[src/i2c_register_transfer_sequencer_assert.svh]
// Assertion macros used by the I2C register transfer sequencer control module.
`ifndef I2C_REGISTER_TRANSFER_SEQUENCER_ASSERT_SVH
`define I2C_REGISTER_TRANSFER_SEQUENCER_ASSERT_SVH

// Same-cycle implication, checked on clk, off during rst.
`define RTS_ASSERT_NOW(label, ante, cons) \
  label: assert property (@(posedge clk) disable iff (rst) (ante) |-> (cons)) \
    else $error("assertion failed");

// Next-cycle implication, checked on clk, off during rst.
`define RTS_ASSERT_NEXT(label, ante, cons) \
  label: assert property (@(posedge clk) disable iff (rst) (ante) |=> (cons)) \
    else $error("assertion failed");

`endif

[src/i2c_rts_pkg.sv]
// Package: types and constants of the I2C register transfer sequencer.
`default_nettype none

package i2c_rts_pkg;

  localparam int WRITE_DEPTH_DEF = 256;

  typedef enum logic [2:0] {
    CMD_LOAD     = 3'd0,
    CMD_START_WR = 3'd1,
    CMD_START_RD = 3'd2,
    CMD_TX_READY = 3'd3,
    CMD_RX_BYTE  = 3'd4,
    CMD_NACK     = 3'd5
  } cmd_t;

  typedef struct packed {
    cmd_t       cmd;
    logic [6:0] slave_addr;
    logic [7:0] reg_addr;
    logic [7:0] xfer_length;
    logic [7:0] data_byte;
  } item_t;

  typedef struct packed {
    logic [6:0] target_addr;
    logic       start_tx;
    logic       restart_rx;
    logic       stop_req;
    logic       tx_valid;
    logic [7:0] tx_byte;
    logic       rx_valid;
    logic [7:0] rx_byte;
    logic [7:0] rx_position;
    logic       done_res;
    logic       success;
  } result_t;

  // Control from the sequencer to the write store.
  typedef struct packed {
    logic load;       // write data_byte at the load pointer
    logic load_wrap;  // load count wraps to zero with this load
    logic clear;      // start command: both pointers back to entry 0
    logic rd_en;      // read at the send pointer and step it
  } store_ctl_t;

endpackage

`default_nettype wire

[src/i2c_rts_store.sv]
// Write data store: load and send pointers with registered read data.
`default_nettype none

module i2c_rts_store #(
  parameter int WRITE_DEPTH = i2c_rts_pkg::WRITE_DEPTH_DEF
) (
  input  wire logic                    clk,
  input  wire logic                    rst,
  input  wire i2c_rts_pkg::store_ctl_t ctl,
  input  wire logic [7:0]              wr_data,
  output logic [7:0]                   rd_data
);

  localparam int AW = (WRITE_DEPTH > 1) ? $clog2(WRITE_DEPTH) : 1;
  localparam logic [AW-1:0] LAST_ADDR = AW'(WRITE_DEPTH - 1);

  logic [7:0]    mem [WRITE_DEPTH];
  logic [AW-1:0] wr_ptr;
  logic [AW-1:0] rd_ptr;

  always_ff @(posedge clk) begin
    if (rst) begin
      wr_ptr <= '0;
      rd_ptr <= '0;
    end else if (ctl.clear) begin
      wr_ptr <= '0;
      rd_ptr <= '0;
    end else begin
      if (ctl.load) begin
        wr_ptr <= (ctl.load_wrap || wr_ptr == LAST_ADDR) ? '0 : wr_ptr + AW'(1);
      end
      if (ctl.rd_en) begin
        rd_ptr <= (rd_ptr == LAST_ADDR) ? '0 : rd_ptr + AW'(1);
      end
    end
  end

  always_ff @(posedge clk) begin
    if (ctl.load) begin
      mem[wr_ptr] <= wr_data;
    end
    if (ctl.rd_en) begin
      rd_data <= mem[rd_ptr];
    end
  end

endmodule

`default_nettype wire

[src/i2c_rts_ctrl.sv]
// Sequencer: decodes one word per cycle unless stalled into state and result.
`default_nettype none

module i2c_rts_ctrl (
  input  wire logic                    clk,
  input  wire logic                    rst,
  input  wire logic                    item_vld,
  input  wire i2c_rts_pkg::item_t      item,
  input  wire logic                    out_stall,
  output logic                         advance,
  output logic                         res_vld,
  output i2c_rts_pkg::result_t         res,
  output logic                         res_from_store,
  output i2c_rts_pkg::store_ctl_t      st_ctl
);

  logic go;

  logic       busy, busy_next;
  logic       write_mode, write_mode_next;
  logic [7:0] saved_reg, saved_reg_next;
  logic       reg_sent, reg_sent_next;
  logic [7:0] byte_index, byte_index_next;
  logic [7:0] byte_total, byte_total_next;
  logic [7:0] load_count, load_count_next;
  logic       rx_phase, rx_phase_next;

  i2c_rts_pkg::result_t r;
  logic                 from_st;
  logic [7:0]           idx_t;

  assign advance = !res_vld || !out_stall;
  assign go      = item_vld && advance;

  always_comb begin
    busy_next       = busy;
    write_mode_next = write_mode;
    saved_reg_next  = saved_reg;
    reg_sent_next   = reg_sent;
    byte_index_next = byte_index;
    byte_total_next = byte_total;
    load_count_next = load_count;
    rx_phase_next   = rx_phase;
    r               = '0;
    from_st         = 1'b0;
    st_ctl          = '0;
    idx_t           = byte_index;
    if (go) begin
      unique case (item.cmd)
        i2c_rts_pkg::CMD_LOAD: begin
          st_ctl.load      = 1'b1;
          st_ctl.load_wrap = (load_count == 8'hFF);
          load_count_next  = load_count + 8'd1;
        end
        i2c_rts_pkg::CMD_START_WR, i2c_rts_pkg::CMD_START_RD: begin
          busy_next       = 1'b1;
          write_mode_next = (item.cmd == i2c_rts_pkg::CMD_START_WR);
          saved_reg_next  = item.reg_addr;
          reg_sent_next   = 1'b0;
          byte_index_next = 8'd0;
          byte_total_next = item.xfer_length;
          load_count_next = 8'd0;
          rx_phase_next   = 1'b0;
          st_ctl.clear    = 1'b1;
          r.target_addr   = item.slave_addr;
          r.start_tx      = 1'b1;
        end
        i2c_rts_pkg::CMD_TX_READY: begin
          if (busy) begin
            if (!reg_sent) begin
              r.tx_valid    = 1'b1;
              r.tx_byte     = saved_reg;
              reg_sent_next = 1'b1;
            end else if (write_mode) begin
              if (byte_index == byte_total) begin
                r.stop_req    = 1'b1;
                r.done_res    = 1'b1;
                r.success     = 1'b1;
                busy_next     = 1'b0;
                rx_phase_next = 1'b0;
              end else begin
                r.tx_valid      = 1'b1;
                from_st         = 1'b1;
                st_ctl.rd_en    = 1'b1;
                byte_index_next = byte_index + 8'd1;
              end
            end else if (!rx_phase) begin
              r.restart_rx  = 1'b1;
              rx_phase_next = 1'b1;
              r.stop_req    = (byte_total == 8'd1);
            end
          end
        end
        i2c_rts_pkg::CMD_RX_BYTE: begin
          if (busy && !write_mode && rx_phase) begin
            if (byte_index < byte_total) begin
              r.rx_valid    = 1'b1;
              r.rx_byte     = item.data_byte;
              r.rx_position = byte_index;
              idx_t         = byte_index + 8'd1;
            end
            byte_index_next = idx_t;
            if ({1'b0, idx_t} + 9'd1 == {1'b0, byte_total}) begin
              r.stop_req = 1'b1;
            end
            if (idx_t == byte_total) begin
              r.done_res    = 1'b1;
              r.success     = 1'b1;
              busy_next     = 1'b0;
              rx_phase_next = 1'b0;
            end
          end
        end
        i2c_rts_pkg::CMD_NACK: begin
          if (busy) begin
            r.done_res    = 1'b1;
            busy_next     = 1'b0;
            rx_phase_next = 1'b0;
          end
        end
        default: begin
        end
      endcase
    end
  end

  always_ff @(posedge clk) begin
    if (rst) begin
      busy       <= 1'b0;
      write_mode <= 1'b0;
      saved_reg  <= 8'd0;
      reg_sent   <= 1'b0;
      byte_index <= 8'd0;
      byte_total <= 8'd0;
      load_count <= 8'd0;
      rx_phase   <= 1'b0;
      res_vld    <= 1'b0;
    end else begin
      busy       <= busy_next;
      write_mode <= write_mode_next;
      saved_reg  <= saved_reg_next;
      reg_sent   <= reg_sent_next;
      byte_index <= byte_index_next;
      byte_total <= byte_total_next;
      load_count <= load_count_next;
      rx_phase   <= rx_phase_next;
      if (advance) begin
        res_vld <= item_vld;
      end
    end
  end

  always_ff @(posedge clk) begin
    if (go) begin
      res            <= r;
      res_from_store <= from_st;
    end
  end

  `include "i2c_register_transfer_sequencer_assert.svh"

  `RTS_ASSERT_NEXT(a_done_clears_busy, go && r.done_res, !busy)
  `RTS_ASSERT_NOW(a_rx_phase_in_read, rx_phase, busy && !write_mode)
  `RTS_ASSERT_NOW(a_index_in_range, busy, byte_index <= byte_total)
  `RTS_ASSERT_NOW(a_store_only_for_tx, res_vld && res_from_store, res.tx_valid && !res.done_res)

endmodule

`default_nettype wire

[src/i2c_register_transfer_sequencer.sv]
// Top level of the I2C register transfer sequencer: input register and wiring.
//
// One word enters per cycle while in_stall is low, and each word gives exactly
// one result word. The accepting edge loads the input register, and the result
// register is then loaded from it once it is empty or not stalled. The write
// store is read at the edge that captures the result, so a store byte shows up
// on tx_byte together with the rest of its result. Input stall rises only while
// a word sits in the input register and the result register is full and
// stalled; the store has no clearing pass after reset.
`default_nettype none

module i2c_register_transfer_sequencer #(
  parameter int WRITE_DEPTH = i2c_rts_pkg::WRITE_DEPTH_DEF
) (
  input  wire logic                 clk,
  input  wire logic                 rst,
  input  wire logic                 in_valid,
  output logic                      in_stall,
  input  wire i2c_rts_pkg::item_t   in_data,
  output logic                      out_valid,
  input  wire logic                 out_stall,
  output i2c_rts_pkg::result_t      out_data
);

  logic                    item_vld;
  i2c_rts_pkg::item_t      item;
  logic                    advance;
  i2c_rts_pkg::result_t    res;
  logic                    res_from_store;
  i2c_rts_pkg::store_ctl_t st_ctl;
  logic [7:0]              rd_data;

  assign in_stall = item_vld && !advance;

  always_ff @(posedge clk) begin
    if (rst) begin
      item_vld <= 1'b0;
    end else if (!in_stall) begin
      item_vld <= in_valid;
    end
  end

  always_ff @(posedge clk) begin
    if (in_valid && !in_stall) begin
      item <= in_data;
    end
  end

  i2c_rts_ctrl u_ctrl (
    .clk            (clk),
    .rst            (rst),
    .item_vld       (item_vld),
    .item           (item),
    .out_stall      (out_stall),
    .advance        (advance),
    .res_vld        (out_valid),
    .res            (res),
    .res_from_store (res_from_store),
    .st_ctl         (st_ctl)
  );

  i2c_rts_store #(
    .WRITE_DEPTH (WRITE_DEPTH)
  ) u_store (
    .clk     (clk),
    .rst     (rst),
    .ctl     (st_ctl),
    .wr_data (item.data_byte),
    .rd_data (rd_data)
  );

  always_comb begin
    out_data = res;
    if (res_from_store) begin
      out_data.tx_byte = rd_data;
    end
  end

endmodule

`default_nettype wire

[config.mk]
export PLATFORM = sky130hd
export DESIGN_NAME = i2c_register_transfer_sequencer
export DESIGN_NICKNAME = d
export VERILOG_FILES = /design/src/i2c_rts_pkg.sv /design/src/i2c_rts_store.sv /design/src/i2c_rts_ctrl.sv /design/src/i2c_register_transfer_sequencer.sv
export VERILOG_INCLUDE_DIRS = /design/src /design/src/src
export SDC_FILE = /design/constraint.sdc
export NUM_CORES = 2
export LEC_CHECK = 0
export ABC_CLOCK_PERIOD_IN_PS = 5200
export CORE_UTILIZATION = 55
export DETAILED_ROUTE_END_ITERATION = 7
export DONT_BUFFER_PORTS = 1
export PLACE_DENSITY = 0.78
export SKIP_CTS_REPAIR_TIMING = 1
export SYNTH_ARGS = -nofsm -noshare
export SYNTH_HDL_FRONTEND = slang
export SYNTH_SLANG_ARGS = --single-unit
[constraint.sdc]
create_clock -name clk -period 5.2 [get_ports clk]
set_input_delay 1.04 -clock clk [delete_from_list [all_inputs] [get_ports clk]]
set_output_delay 1.04 -clock clk [all_outputs]
set_load 0.05 [all_outputs]
==> results.yml <==
run_status:
  outcome: "completed"
cells_and_area:
  area_delta_synth_final_pct: 10.67
  nets: 3963
  n_fill_cell: 9934
  drive_gt1_frac: 0.2632
  top_register: "u_store.mem"
  reg_top3: "u_store.mem (2048), u_ctrl.res (38), item (34)"
  largest_reg_flops: 2048
worst_setup_path:
  crit_family: "compound AO/OA/AOI/OAI gates"
  worst-setup-path-type: "reg2reg"
  cp_num_cells: 13
  path_cells: "ha_1 > a21oi_1 > a311oi_1 > buf_4 > nor2_1 > xnor2_1 > inv_1 > ha_1 > xor2_1 > a311oi_1 > o31a_1 > o221ai_1 > o41ai_1"
  worstSetupStartpointType: "register"
  worstSetupEndpointType: "register"
  crit_fanout: 13
  rr_worst_depth: 13
  slowest_stage: "dfxtp_1"
  critPathArrivalTime_ns: 4.58
  cp.required_ns: 5.82
  critPathBufInv: 2
  slowest_delay_ns: 0.64
clock_network:
  clk_pin_slew_ns: 0.06
  cts_buffer_depth: 3
  cts_tree: "yes"
  clk_latency_ns: 0.83
  htreeDepth: 4
  numCtsBuffers: 200
  clock-sinks: 2183
  root_buffer: "clkbuf_16"
yosys:
  synthCells: 3878
  synth_edf_count: 2129
  syn_avg_cell_area_um2: 21.98
  seq_area_frac_synth: 0.7628
  synth_nets: 3932
  netlist_area_um2: 85230
  yosys.area.top_type: "edfxtp_1"
  yosysWarningCount: 0
  ys_seq_elements: 2183
  synth_top_area_share: 0.7501
  ys_types: 56
  synthTopCellsByArea: "edfxtp_1 75%, mux4_2 18%, nor2_1 1.4%"
  async_reset_ff_frac: 0
  synth_top_cells_by_count: "2129 x edfxtp_1, 672 x mux4_2, 321 x nor2_1"
  synth-main-ff-cell: "edfxtp_1"
  synth.most_common_cell: "edfxtp_1"
hold_path:
  whs_path_depth: 1
  hp-class: "in2reg"
routing:
  drt-vias-per-instance: 6.705
  routed_wirelength_um: 202900
  dr.pass1.iters: 5
  drtIter0Drc: 5629
  route.detailed.drc: 0
  ant_nets: 0
  num_vias: 41070
  routedWlPerCell_um: 33.11
grt:
  antenna_found_initial: 9
  first_global_vias: 41330
  grt_overflow_total: 0
  grt_pass1_wl_um: 295300
  track_usage: 0.2625
  grt_max_degree: 249
sta:
  timing.final.ws_setup_ns: 1.246
  setup_violations: 0
  period_share: 0.7603
  final_max_slew_viol_count: 0
  skew_ns: 0.03448
  rsz0062_at_grt: "no"
  maxSlewHeadroom: 0.03447
  period_needed_ns: 3.954
  timing.fmax_mhz: 252.9
  fin_tns_setup_ns: 0
  tightest_slew_ns: 1.448
  hold_viol: 0
flow_run:
  cap_viol_max_count: 0
power_and_ir_drop:
  power_leakage_uw: 0.02775
  swShare: 0.2002
  seq_power_share: 0.561
  peakVddDrop_mv: 0.2974
  power_switching_uw: 6921
  pwr-share-clk: 0.427
  p_int_uw: 27650
  p_per_area_nw_per_um2: 366.6
  comb_power_share: 0.012
placed_design:
  dp_hpwl_um: 112000
  port_buffers: 0
  gp_congestion: 0.8847
  place_ws_ns: 1.258
floorplanning:
  fp.dieH_um: 395.6
  start_util: 0.5539
  fp.dieW_um: 395.6
  core_region_area_um2: 153900
  die-area_um2: 156500
  ios: 78
  rows: 144
## layer usage
| layer | global-route usage | up-vias | wire length (um) | share of wire |
|---|---|---|---|---|
| li1 | - | 16210 | - | - |
| met1 | 0.3631 | 21570 | 73590 | 0.36 |
| met2 | 0.4171 | 2837 | 99920 | 0.49 |
| met3 | 0.05487 | 446 | 21340 | 0.11 |
| met4 | 0.09825 | 10 | 7932 | 0.039 |
| met5 | 0 | - | 67 | 0.00033 |
## kinds of logic (layout without fill, tap and decap cells)
family | count (synthesis) | after routing | synth area share
compound gates | 124 | 124 | 0.009278
xor+xnor | 40 | 40 | 0.004111
fa+ha+maj | 16 | 16 | 0.002349
buf+inv | 272 | 475 | 0.01396
flops | 2183 | 2183 | 0.7628
mux | 683 | 683 | 0.1790
other cells | 0 | 1 | 0
simple gates | 560 | 560 | 0.02848
## path summary, 6_finish.rpt
path	startpoint	endpoint	slack, ns
max reg2reg	u_ctrl.byte_index[3]$_SDFFE_PP0P_	u_ctrl.res[28]$_DFFE_PP_	1.25
max	u_ctrl.byte_index[3]$_SDFFE_PP0P_	u_ctrl.res[28]$_DFFE_PP_	1.25
min reg2reg	u_ctrl.saved_reg[5]$_SDFFE_PP0P_	u_ctrl.saved_reg[5]$_SDFFE_PP0P_	0.45
min	rst	u_ctrl.res_vld$_SDFFE_PP0N_	0.28
## layout make-up
type                    instances  area, um^2  share of cell area
diodes                          1       2.502          0.00002653
multi-input cells            1423       19100              0.2025
repair buffers                 82        1003             0.01064
clock buffers                 254        5361             0.05684
inverters                      19       71.32           0.0007561
well taps                    2044        2557             0.02711
flip-flops and latches       2183       65030              0.6895
clock inverters               120        1191             0.01263
## stage by stage
step	instances	area [um^2]	power [uW]	util	hold slack, ns
CTS	6125	94320	34680	0.6130	0.2286
global route	6125	94320	35320	0.6130	0.2440
finish	6126	94320	34570	0.6130	0.2820
global placement	5751	87760	20160	0.5704	0.4329
floorplan	3878	85230	20050	-	0.4317
detailed placement	5751	87760	20190	0.5704	0.4397
## cell usage in the layout (no fill, tap or decap), types with 11 or more instances in the layout
cell / Yosys / layout
edfxtp_1: 2129 / 2129
ha_1: 16 / 16
nand4_1: 16 / 16
and2_1: 32 / 32
clkbuf_1: 152 / 42
o21ai_0: 15 / 15
a21oi_1: 47 / 47
buf_12: 0 / 31
mux4_2: 672 / 672
nand3_1: 39 / 27
xnor2_1: 20 / 20
clkbuf_16: 0 / 203
nor2b_1: 12 / 11
buf_4: 31 / 51
clkinv_2: 0 / 31
dfxtp_1: 54 / 48
nor2_1: 321 / 321
xor2_1: 20 / 20
nor3_1: 25 / 23
clkinv_1: 0 / 45
bufinv_16: 0 / 19
nand2_1: 87 / 87
nand3_2: 0 / 12
a22oi_1: 17 / 17
inv_1: 19 / 18
## power by group through the flow
stage / Combinational, uW / Sequential (uW) / Clock [uW]
6_report: 420 / 19400 / 14800
3_3_place_gp: 394 / 19800 / 0
4_1_cts: 419 / 19400 / 14900
5_1_grt: 444 / 19400 / 15500
3_5_place_dp: 416 / 19800 / 0
2_1_floorplan: 144 / 19900 / 0
No activity file was read; power rests on OpenSTA's default activity.
